$ cat src/rtl/aid_pkg.sv
`default_nettype none
// ----------------------------------------------------------------------------
// aid_pkg
// Shared codes, flag positions and record types of the ARM instruction decoder.
// ----------------------------------------------------------------------------
package aid_pkg;

  localparam int WordW  = 32;
  localparam int ClassW = 4;
  localparam int FlagW  = 11;
  localparam int OutW   = 80;

  localparam logic [ClassW-1:0] CLS_UNDEC = 4'd0;
  localparam logic [ClassW-1:0] CLS_DP    = 4'd1;
  localparam logic [ClassW-1:0] CLS_MUL   = 4'd2;
  localparam logic [ClassW-1:0] CLS_MULL  = 4'd3;
  localparam logic [ClassW-1:0] CLS_SDT   = 4'd4;
  localparam logic [ClassW-1:0] CLS_HW    = 4'd5;
  localparam logic [ClassW-1:0] CLS_BDT   = 4'd6;
  localparam logic [ClassW-1:0] CLS_SWP   = 4'd7;
  localparam logic [ClassW-1:0] CLS_B     = 4'd8;
  localparam logic [ClassW-1:0] CLS_BX    = 4'd9;
  localparam logic [ClassW-1:0] CLS_SWI   = 4'd10;

  localparam int F_IMM  = 0;
  localparam int F_SETF = 1;
  localparam int F_ACC  = 2;
  localparam int F_SIGN = 3;
  localparam int F_PRE  = 4;
  localparam int F_UP   = 5;
  localparam int F_BYTE = 6;
  localparam int F_WB   = 7;
  localparam int F_LOAD = 8;
  localparam int F_PSRL = 9;
  localparam int F_SREG = 10;

  localparam logic [21:0] BX_PATTERN = 22'b0100101111111111110001;

  typedef struct packed {
    logic [WordW-1:0]  word;
    logic [ClassW-1:0] cls;
  } cls_item_t;

  typedef struct packed {
    logic [FlagW-1:0]  flags;
    logic [WordW-1:0]  imm;
    logic [4:0]        samt;
    logic [1:0]        stype;
    logic [3:0]        rm;
    logic [3:0]        rs;
    logic [3:0]        rn;
    logic [3:0]        rd;
    logic [3:0]        alu;
    logic [ClassW-1:0] cls;
    logic [3:0]        cond;
  } dec_t;

endpackage
`default_nettype wire

$ cat src/rtl/arm32_instruction_decoder_core.sv
`default_nettype none
// ----------------------------------------------------------------------------
// arm32_instruction_decoder_core
// ARM-state instruction decoder with a three-stage elastic pipeline.
// ----------------------------------------------------------------------------
// Usage:
//   Input channel in_*: one 32-bit instruction word per item on in_tdata.
//   Output channel out_*: one decoded record per item on out_tdata.
//   From input acceptance to out_tvalid an item passes an input register,
//   a class decode register and a field extraction register. Throughput
//   is one item per cycle while out_tready is high; each stage takes a
//   new item whenever it is empty or its content moves on in the same cycle.
//   When the receiver stalls, items pile up in the three stages and
//   in_tready falls only once all of them are full; nothing is dropped
//   or repeated.
//   Reset clears the stage valid bits; the block is ready again in the
//   first cycle after reset is released.
// ----------------------------------------------------------------------------
module arm32_instruction_decoder_core
  import aid_pkg::*;
(
  input  wire logic             clk,
  input  wire logic             rst_n,
  input  wire logic             in_tvalid,
  output logic                  in_tready,
  // [31:0] instruction_word
  input  wire logic [WordW-1:0] in_tdata,
  output logic                  out_tvalid,
  input  wire logic             out_tready,
  // [3:0] condition, [7:4] class_code, [11:8] alu_opcode, [15:12] dest_reg,
  // [19:16] base_reg, [23:20] shift_reg, [27:24] source_reg,
  // [29:28] shift_type, [34:30] shift_amount, [66:35] immediate,
  // [77:67] control_flags, [79:78] zero
  output logic [OutW-1:0]       out_tdata
);

  logic             s1_valid_r;
  logic [WordW-1:0] s1_word_r;
  logic             s2_ready;
  logic             s2_valid;
  cls_item_t        s2_item;
  logic             s3_ready;
  dec_t             rec;

  assign in_tready = !s1_valid_r || s2_ready;

  always_ff @(posedge clk) begin
    if (!rst_n) begin
      s1_valid_r <= 1'b0;
    end else if (in_tready) begin
      s1_valid_r <= in_tvalid;
    end
  end

  always_ff @(posedge clk) begin
    if (in_tready && in_tvalid) begin
      s1_word_r <= in_tdata;
    end
  end

  aid_classify u_classify (
    .clk     (clk),
    .rst_n   (rst_n),
    .valid_i (s1_valid_r),
    .ready_o (s2_ready),
    .word_i  (s1_word_r),
    .valid_o (s2_valid),
    .ready_i (s3_ready),
    .item_o  (s2_item)
  );

  aid_extract u_extract (
    .clk     (clk),
    .rst_n   (rst_n),
    .valid_i (s2_valid),
    .ready_o (s3_ready),
    .item_i  (s2_item),
    .valid_o (out_tvalid),
    .ready_i (out_tready),
    .rec_o   (rec)
  );

  assign out_tdata = {2'b00, rec.flags, rec.imm, rec.samt, rec.stype, rec.rm, rec.rs,
                      rec.rn, rec.rd, rec.alu, rec.cls, rec.cond};

endmodule
`default_nettype wire

$ cat src/rtl/aid_classify.sv
`default_nettype none
// ----------------------------------------------------------------------------
// aid_classify
// Class decode stage: finds the instruction class in priority order.
// ----------------------------------------------------------------------------
module aid_classify
  import aid_pkg::*;
(
  input  wire logic             clk,
  input  wire logic             rst_n,
  input  wire logic             valid_i,
  output logic                  ready_o,
  input  wire logic [WordW-1:0] word_i,
  output logic                  valid_o,
  input  wire logic             ready_i,
  output cls_item_t             item_o
);

  logic              valid_r;
  cls_item_t         item_r;
  logic [ClassW-1:0] cls_nxt;
  logic              mul_form;
  logic              hw_form;

  assign ready_o = !valid_r || ready_i;
  assign valid_o = valid_r;
  assign item_o  = item_r;

  assign mul_form = word_i[7:4] == 4'b1001;
  assign hw_form  = !word_i[25] && word_i[7] && word_i[4];

  always_comb begin
    cls_nxt = CLS_UNDEC;
    case (word_i[27:26])
      2'b00: begin
        if (mul_form && word_i[27:23] == 5'b00000) begin
          cls_nxt = CLS_MUL;
        end else if (mul_form && word_i[27:23] == 5'b00001) begin
          cls_nxt = CLS_MULL;
        end else if (mul_form && word_i[27:23] == 5'b00010 && word_i[11:8] == 4'b0000) begin
          cls_nxt = CLS_SWP;
        end else if (word_i[7:4] == 4'b0001 && word_i[25:4] == BX_PATTERN) begin
          cls_nxt = CLS_BX;
        end else if (hw_form) begin
          if (!word_i[22] && word_i[11:8] != 4'b0000) begin
            cls_nxt = CLS_UNDEC;
          end else begin
            cls_nxt = CLS_HW;
          end
        end else begin
          cls_nxt = CLS_DP;
        end
      end
      2'b01: begin
        cls_nxt = CLS_SDT;
      end
      2'b10: begin
        cls_nxt = word_i[25] ? CLS_B : CLS_BDT;
      end
      default: begin
        cls_nxt = (word_i[25:24] == 2'b11) ? CLS_SWI : CLS_UNDEC;
      end
    endcase
  end

  always_ff @(posedge clk) begin
    if (!rst_n) begin
      valid_r <= 1'b0;
    end else if (ready_o) begin
      valid_r <= valid_i;
    end
  end

  always_ff @(posedge clk) begin
    if (ready_o && valid_i) begin
      item_r.word <= word_i;
      item_r.cls  <= cls_nxt;
    end
  end

endmodule
`default_nettype wire

$ cat src/rtl/aid_extract.sv
`default_nettype none
// ----------------------------------------------------------------------------
// aid_extract
// Field extraction stage: builds the decoded record from word and class.
// ----------------------------------------------------------------------------
module aid_extract
  import aid_pkg::*;
(
  input  wire logic      clk,
  input  wire logic      rst_n,
  input  wire logic      valid_i,
  output logic           ready_o,
  input  wire cls_item_t item_i,
  output logic           valid_o,
  input  wire logic      ready_i,
  output dec_t           rec_o
);

  logic             valid_r;
  dec_t             rec_r;
  dec_t             rec_nxt;
  logic [WordW-1:0] w;
  logic [4:0]       rot;
  logic [63:0]      rot_pair;

  assign ready_o = !valid_r || ready_i;
  assign valid_o = valid_r;
  assign rec_o   = rec_r;

  assign w        = item_i.word;
  assign rot      = {w[11:8], 1'b0};
  assign rot_pair = {24'd0, w[7:0], 24'd0, w[7:0]} >> rot;

  always_comb begin
    rec_nxt      = '0;
    rec_nxt.cond = w[31:28];
    rec_nxt.cls  = item_i.cls;
    case (item_i.cls)
      CLS_DP: begin
        rec_nxt.alu          = w[24:21];
        rec_nxt.rn           = w[19:16];
        rec_nxt.rd           = w[15:12];
        rec_nxt.flags[F_IMM]  = w[25];
        rec_nxt.flags[F_SETF] = w[20];
        if (w[25]) begin
          rec_nxt.imm = rot_pair[WordW-1:0];
        end else begin
          rec_nxt.rm    = w[3:0];
          rec_nxt.stype = w[6:5];
          if (w[4]) begin
            rec_nxt.rs           = w[11:8];
            rec_nxt.flags[F_SREG] = 1'b1;
          end else begin
            rec_nxt.samt = w[11:7];
          end
        end
      end
      CLS_MUL, CLS_MULL: begin
        rec_nxt.rd            = w[19:16];
        rec_nxt.rn            = w[15:12];
        rec_nxt.rs            = w[11:8];
        rec_nxt.rm            = w[3:0];
        rec_nxt.flags[F_SETF] = w[20];
        rec_nxt.flags[F_ACC]  = w[21];
        rec_nxt.flags[F_SIGN] = (item_i.cls == CLS_MULL) ? w[22] : 1'b0;
      end
      CLS_SWP: begin
        rec_nxt.rn            = w[19:16];
        rec_nxt.rd            = w[15:12];
        rec_nxt.rm            = w[3:0];
        rec_nxt.flags[F_BYTE] = w[22];
      end
      CLS_BX: begin
        rec_nxt.rm = w[3:0];
      end
      CLS_HW: begin
        rec_nxt.rn            = w[19:16];
        rec_nxt.rd            = w[15:12];
        rec_nxt.stype         = w[6:5];
        rec_nxt.flags[F_IMM]  = w[22];
        rec_nxt.flags[F_PRE]  = w[24];
        rec_nxt.flags[F_UP]   = w[23];
        rec_nxt.flags[F_WB]   = w[21];
        rec_nxt.flags[F_LOAD] = w[20];
        if (w[22]) begin
          rec_nxt.imm = {24'd0, w[11:8], w[3:0]};
        end else begin
          rec_nxt.rm = w[3:0];
        end
      end
      CLS_SDT: begin
        rec_nxt.rn            = w[19:16];
        rec_nxt.rd            = w[15:12];
        rec_nxt.flags[F_IMM]  = !w[25];
        rec_nxt.flags[F_PRE]  = w[24];
        rec_nxt.flags[F_UP]   = w[23];
        rec_nxt.flags[F_BYTE] = w[22];
        rec_nxt.flags[F_WB]   = w[21];
        rec_nxt.flags[F_LOAD] = w[20];
        if (w[25]) begin
          rec_nxt.rm    = w[3:0];
          rec_nxt.stype = w[6:5];
          if (w[4]) begin
            rec_nxt.rs           = w[11:8];
            rec_nxt.flags[F_SREG] = 1'b1;
          end else begin
            rec_nxt.samt = w[11:7];
          end
        end else begin
          rec_nxt.imm = {20'd0, w[11:0]};
        end
      end
      CLS_BDT: begin
        rec_nxt.rn            = w[19:16];
        rec_nxt.imm           = {16'd0, w[15:0]};
        rec_nxt.flags[F_PRE]  = w[24];
        rec_nxt.flags[F_UP]   = w[23];
        rec_nxt.flags[F_PSRL] = w[22];
        rec_nxt.flags[F_WB]   = w[21];
        rec_nxt.flags[F_LOAD] = w[20];
      end
      CLS_B: begin
        rec_nxt.imm           = {{6{w[23]}}, w[23:0], 2'b00};
        rec_nxt.flags[F_PSRL] = w[24];
      end
      default: begin
        rec_nxt.cls = item_i.cls;
      end
    endcase
  end

  always_ff @(posedge clk) begin
    if (!rst_n) begin
      valid_r <= 1'b0;
    end else if (ready_o) begin
      valid_r <= valid_i;
    end
  end

  always_ff @(posedge clk) begin
    if (ready_o && valid_i) begin
      rec_r <= rec_nxt;
    end
  end

  a_undec_clear: assert property (@(posedge clk) disable iff (!rst_n)
    valid_r && rec_r.cls == CLS_UNDEC |-> rec_r.flags == '0 && rec_r.imm == '0 &&
      rec_r.rd == '0 && rec_r.rn == '0 && rec_r.rm == '0 && rec_r.rs == '0)
    else $error("undecoded item carries nonzero fields");

  a_alu_dp_only: assert property (@(posedge clk) disable iff (!rst_n)
    valid_r && rec_r.cls != CLS_DP |-> rec_r.alu == '0)
    else $error("alu opcode outside data processing");

  a_samt_sreg: assert property (@(posedge clk) disable iff (!rst_n)
    valid_r && rec_r.flags[F_SREG] |-> rec_r.samt == '0)
    else $error("shift amount set with register shift");

  a_hold_stall: assert property (@(posedge clk) disable iff (!rst_n)
    valid_r && !ready_i |=> valid_r && $stable(rec_r))
    else $error("stalled record changed");

endmodule
`default_nettype wire
$ cat config.mk
export PLATFORM = sky130hd
export DESIGN_NAME = arm32_instruction_decoder_core
export DESIGN_NICKNAME = d
export VERILOG_FILES = /design/src/rtl/aid_pkg.sv /design/src/rtl/arm32_instruction_decoder_core.sv /design/src/rtl/aid_classify.sv /design/src/rtl/aid_extract.sv
export SDC_FILE = /design/constraint.sdc
export NUM_CORES = 1
export LEC_CHECK = 0
export BUFFER_PORTS_ARGS = -buffer_cell sky130_fd_sc_hd__buf_2
export CAP_MARGIN = 30
export CELL_PAD_IN_SITES_DETAIL_PLACEMENT = 0
export CELL_PAD_IN_SITES_GLOBAL_PLACEMENT = 1
export CORE_ASPECT_RATIO = 0.7
export CORE_MARGIN = 5
export CORE_UTILIZATION = 48
export CTS_CLUSTER_DIAMETER = 60
export DETAILED_ROUTE_END_ITERATION = 10
export GPL_ROUTABILITY_DRIVEN = 0
export PLACE_DENSITY_LB_ADDON = 0.1
export SETUP_SLACK_MARGIN = 0.1
export SLEW_MARGIN = 15
export SYNTH_ARGS = -nofsm -noshare
export SYNTH_HDL_FRONTEND = slang
export SYNTH_SLANG_ARGS = --single-unit
export TNS_END_PERCENT = 20
$ cat constraint.sdc
create_clock -name clk -period 12.7 [get_ports clk]
set_clock_uncertainty 0.05 [all_clocks]
set_input_delay 2.54 -clock clk [delete_from_list [all_inputs] [get_ports clk]]
set_output_delay 2.54 -clock clk [all_outputs]
set_load 0.01 [all_outputs]
### After elaboration in Yosys (flattened, before gate mapping)

Index checks and enable logic that the tools add are counted.

* register bits: 149
* bits of input ports: 36
* output and inout port bits: 82

* eq/ne operators: 17
* shift operators: 1
* mux-type cells: 30
* reduce and logical (&&, ||, !) cells: 32

Operator list (number)
* $pmux 32 s5: 1
* $shr 40x5->32: 1
* $mux 32: 1
* $mux 4: 8
* $mux 15: 2
* $pmux 4 s3: 2
* $eq 22x21->1 const B: 1
* $eq 4x3->1 const B: 4
* $pmux 4 s2: 2
* $pmux 4 s4: 1
* $eq 4x4->1 const B: 3
* $mux 12: 1
* $logic_and 1x1->1: 11
* $pmux 5 s2: 1
* $eq 4x1->1 const B: 2
* $eq 4x2->1 const B: 2
* $mux 8: 1
* $reduce_or 4->1: 2
* $logic_not 1->1: 6
* $mux 3: 2
* $pmux 2 s3: 1
* $reduce_or 3->1: 2
* $eq 5x1->1 const B: 1
* $eq 5x2->1 const B: 1
* 14 further kinds: 21

### Depth between registers and ports, before layout

* depth in word-level cells: 9
* gate-level depth with buffers: 6
* mapped depth without buffers: 4

### Hierarchy

From an unflattened synthesis, not the netlist that was laid out.

* cells, all modules: 413
* area, all modules: 6103.4 µm²

By module, submodules not included
* aid_extract: times used 1, cells an instance 305, area each 3748.6 µm², sequential area each 2362.3 µm²
* aid_classify: times used 1, cells an instance 68, area each 1317.5 µm², sequential area each 1101.1 µm²
* arm32_instruction_decoder_core: times used 1, cells an instance 40, area each 1037.2 µm², sequential area each 980.9 µm²

### Least setup slack after synthesis

No wires, ideal clock.

* kind: input-to-reg
* from: input port out_tready
* to: register u_extract.rec_r (netlist bit u_extract.rec_o[0]), enable pin
* library setup time: 0.524 ns
* data arrival time: 6.090 ns
* data required time: 12.126 ns
* slack: 6.036 ns
* cell stages on the path: 2
* cell sequence: nor2b_1 > nor2b_1

* cells in the longest elaborated chain, start to end: 2

Ends and longest elaborated chain
* from (decl): RTL line arm32_instruction_decoder_core.sv:29 `input wire logic out_tready,`
* $logic_or 1x1->1: RTL line aid_extract.sv:26 `assign ready_o = !valid_r || ready_i;`
* $logic_and 1x1->1: RTL line aid_extract.sv:141 `if (ready_o && valid_i) begin`
* to (signal assigned): RTL line aid_extract.sv:142 `rec_r <= rec_nxt;`
* to (decl): RTL line aid_extract.sv:20 `dec_t rec_r;`

Every way passes these cells.
A chain may end at the register's enable or synchronous reset.

### Worst setup path in the final report

* from: input port out_tready
* to: output port in_tready

* cells in the longest elaborated chain, start to end: 3

Ends and longest elaborated chain
* $logic_or 1x1->1: RTL line aid_extract.sv:26
* $logic_or 1x1->1: RTL line aid_classify.sv:25 `assign ready_o = !valid_r || ready_i;`
* $logic_or 1x1->1: RTL line arm32_instruction_decoder_core.sv:45 `assign in_tready = !s1_valid_r || s2_ready;`
* to (decl): RTL line arm32_instruction_decoder_core.sv:25 `output logic in_tready,`

Every way passes these cells.

==> qor.txt <==
Outcome: finished, final reports clean
Clock Tree Buf Depth: 2
Grt total ovfl: 0
Reg2Reg Launch Point: u_classify.item_o[3]
Die span in x: 143.3 um
Main flop type after synthesis: edfxtp_1
Cells after Synth: 400
Seq/Total Area, Yosys: 73.40%
Worst-path clk slew: 60 ps
CTS Sinks: 147
Max_cap viols: 0
Commonest non-fill, non-tap cells in the layout: 144 x edfxtp_1, 115 x buf_2, 26 x o21ai_0
Kind of critical path: input port to output pin
WL final: 13.26 mm
TritonRoute pass-1 iters: 8
Pwr Density: 156.7 nW/um^2
WP buf/inv: 2
R2R Setup Slk: 10200 ps
Top Family by Delay on Critical Path: simple AND/OR/NAND/NOR gates
Hold depth: 0
# diodes: 0
Post-synth ARST share: 0%
Crit start category: input port
Setup Total Neg Slack: 0 ps
IO Port Bufs: 115
Hold Vio Cnt, Final: 0
Crit-path slowest cell: nor2b_1
DRC: 0
Syn avg cell area: 14.93 um^2
Hold_sp: s1_word_r[29]
Iter 0 DRT Violations: 354
H-tree depth: 4
Mapped Area: 5973 um^2
Fin crit share: 48.22%
Hold Crit Class: flop to flop
Ports: 118
Worst slew margin relative to its limit: 36.21%
Remaining antenna violation count: 0
EDFF count, synth: 144
Reg2Reg Depth: 3
Largest net degree at the start of global routing: 79
Worst-Skew Late Latency: 410 ps
WP data required: 10110 ps
Starting Density: 48.59%
Vias in the first global route: 3731
Most frequent CP cell: buf_2
Final worst path period need: 6124 ps
Crit-path max FO: 6
Initial antenna violation count: 0
HPWL Detailed: 9.404 mm
Synth-to-layout area growth: 24.17%
Chip height: 103.3 um
Leakage: 2.603 nW
Finish-stage setup viols: 0
Unrepaired setup endpoints after global routing: false
Worst R2R End: u_extract.rec_o[64]
Max incr delay on CP: 550 ps
CTS tree: done
CP endpoint kind: output pin
Vias per Instance: 5.542
Yosys reg bits: 147
Synth warn: 0
First-pass GRT wire length: 20.48 mm
CP Data Arrival Time: 3530 ps
Clock root buffer: clkbuf_16
Vias: 3852
Max Clk Rate: 0.1633 GHz
Measured slew at the worst slew-check pin: 949.5 ps
Hold_buf cts: 0
TritonCTS buffer count: 17
Share of layout cells above drive strength 1: 31.71%
Core area: 12290 um^2
Worst Hold End: u_classify.item_o[33]
Slew Viols, Final: 0
Cells along the critical path: buf_2, nor2b_1, nand3_1, buf_2
Most common cell after layout, fill and taps aside: edfxtp_1
Post-CTS repair timing setup buffer count: 0
Area after DPL: 6743 um^2
Peak VDD IR: 0.09926 mV
# rows: 34
Fin nets: 556
Tot GR Track Use: 18.63%
Post-CTS sizing: 0
WL/cell: 19.08 um
Fin area: 7417 um^2
Synth cell types: 50
Die ar.: 14810 um^2
-- Yosys cell counts, drive strengths merged (4+ instances only) --
master  instances  area [um^2]
and2           19        118.9
buf             7        36.28
nor2b          12        75.07
a22oi          20        150.1
inv             9        33.78
mux2            9        101.4
a222oi          4        40.04
clkbuf         12        45.04
nor3            6        35.03
nand3          11        55.05
a21oi           5        25.02
a21boi          7        52.55
o211ai         11        82.58
a32oi           4        35.03
mux2i           5        50.05
nand2          19        71.32
o21ai          27        135.1
nor2           17        63.81
nand2b          7        43.79
edfxtp        144         4324
-- layer usage --
layer,up-vias,wire [um],track usage (%)
li1,1808,-,-
met1,1820,6118,27.86
met2,203,5795,26.52
met3,21,1181,5.009
met4,0,166,6.440
met5,-,0,0
-- layout make-up --
class	count	area, um^2
Sequential cell	147	4384
Fill cell	948	4877
Multi-Input combinational cell	226	1511
Inverter	9	33.78
Tap cell	162	202.7
Timing Repair Buffer	119	665.6
Clock inverter	15	193.9
Clock buffer	17	425.4
-- sequential cells by signal, summed over array words and instances, names as in the netlist --
| register | count |
|---|---|
| u_extract.valid_o | 1 |
| u_extract.rec_o | 78 |
| u_classify.valid_o | 1 |
| s1_word_r | 32 |
| s1_valid_r | 1 |
| u_classify.item_o | 34 |
-- metrics by stage --
stage	power (W)	instances	util (%)	hold slack [ps]	setup slack, ps
6_report	0.001162	695	60.33	367.9	6576
5_1_grt	0.001205	695	60.33	372.2	6497
4_1_cts	0.001171	693	59.88	369.6	6565
3_5_place_dp	0.0006546	661	54.84	354.5	6566
3_3_place_gp	0.0006517	660	54.62	353.4	6599
2_1_floorplan	0.0006230	401	-	350.3	6036
-- how the worst max path moves through the flow --
stage | startpoint | endpoint | slack [ps] | cells past startpoint
after detailed placement | out_tready | in_tready | 6570 | 4
after global placement | out_tready | in_tready | 6600 | 4
after global routing | out_tready | in_tready | 6500 | 4
final | out_tready | in_tready | 6580 | 4
after CTS | out_tready | in_tready | 6570 | 4
after floorplan | out_tready | u_extract.rec_o[0] | 6040 | 2
-- cells by family (layout without fill, tap and decap cells) --
logic type	Yosys count	in the layout	share of synthesized area (%)
flip-flops	147	147	73.40
XOR/XNOR	1	1	0.1467
multiplexers	14	14	2.535
buffers and inverters	28	160	1.927
AO/OA/AOI/OAI	94	94	10.81
other	1	2	0.06278
AND/OR/NAND/NOR	115	115	11.12
-- worst reg2reg max path, delay by kind of cell, from the launching register on --
family	cells	cell delay, ps
flops	1	890
simple gates	2	1210
compound gates	1	180
-- report_power, final --
group	switching (W)	total, W	internal, W	leakage (nW)
Clock	0.000201	0.000516	0.000315	0.299
Sequential	0.0000228	0.000583	0.000560	1.33
Combinational	0.0000358	0.0000629	0.0000271	0.976
Total	0.000260	0.00116	0.000902	2.60
No activity file was read; power rests on OpenSTA's default activity.
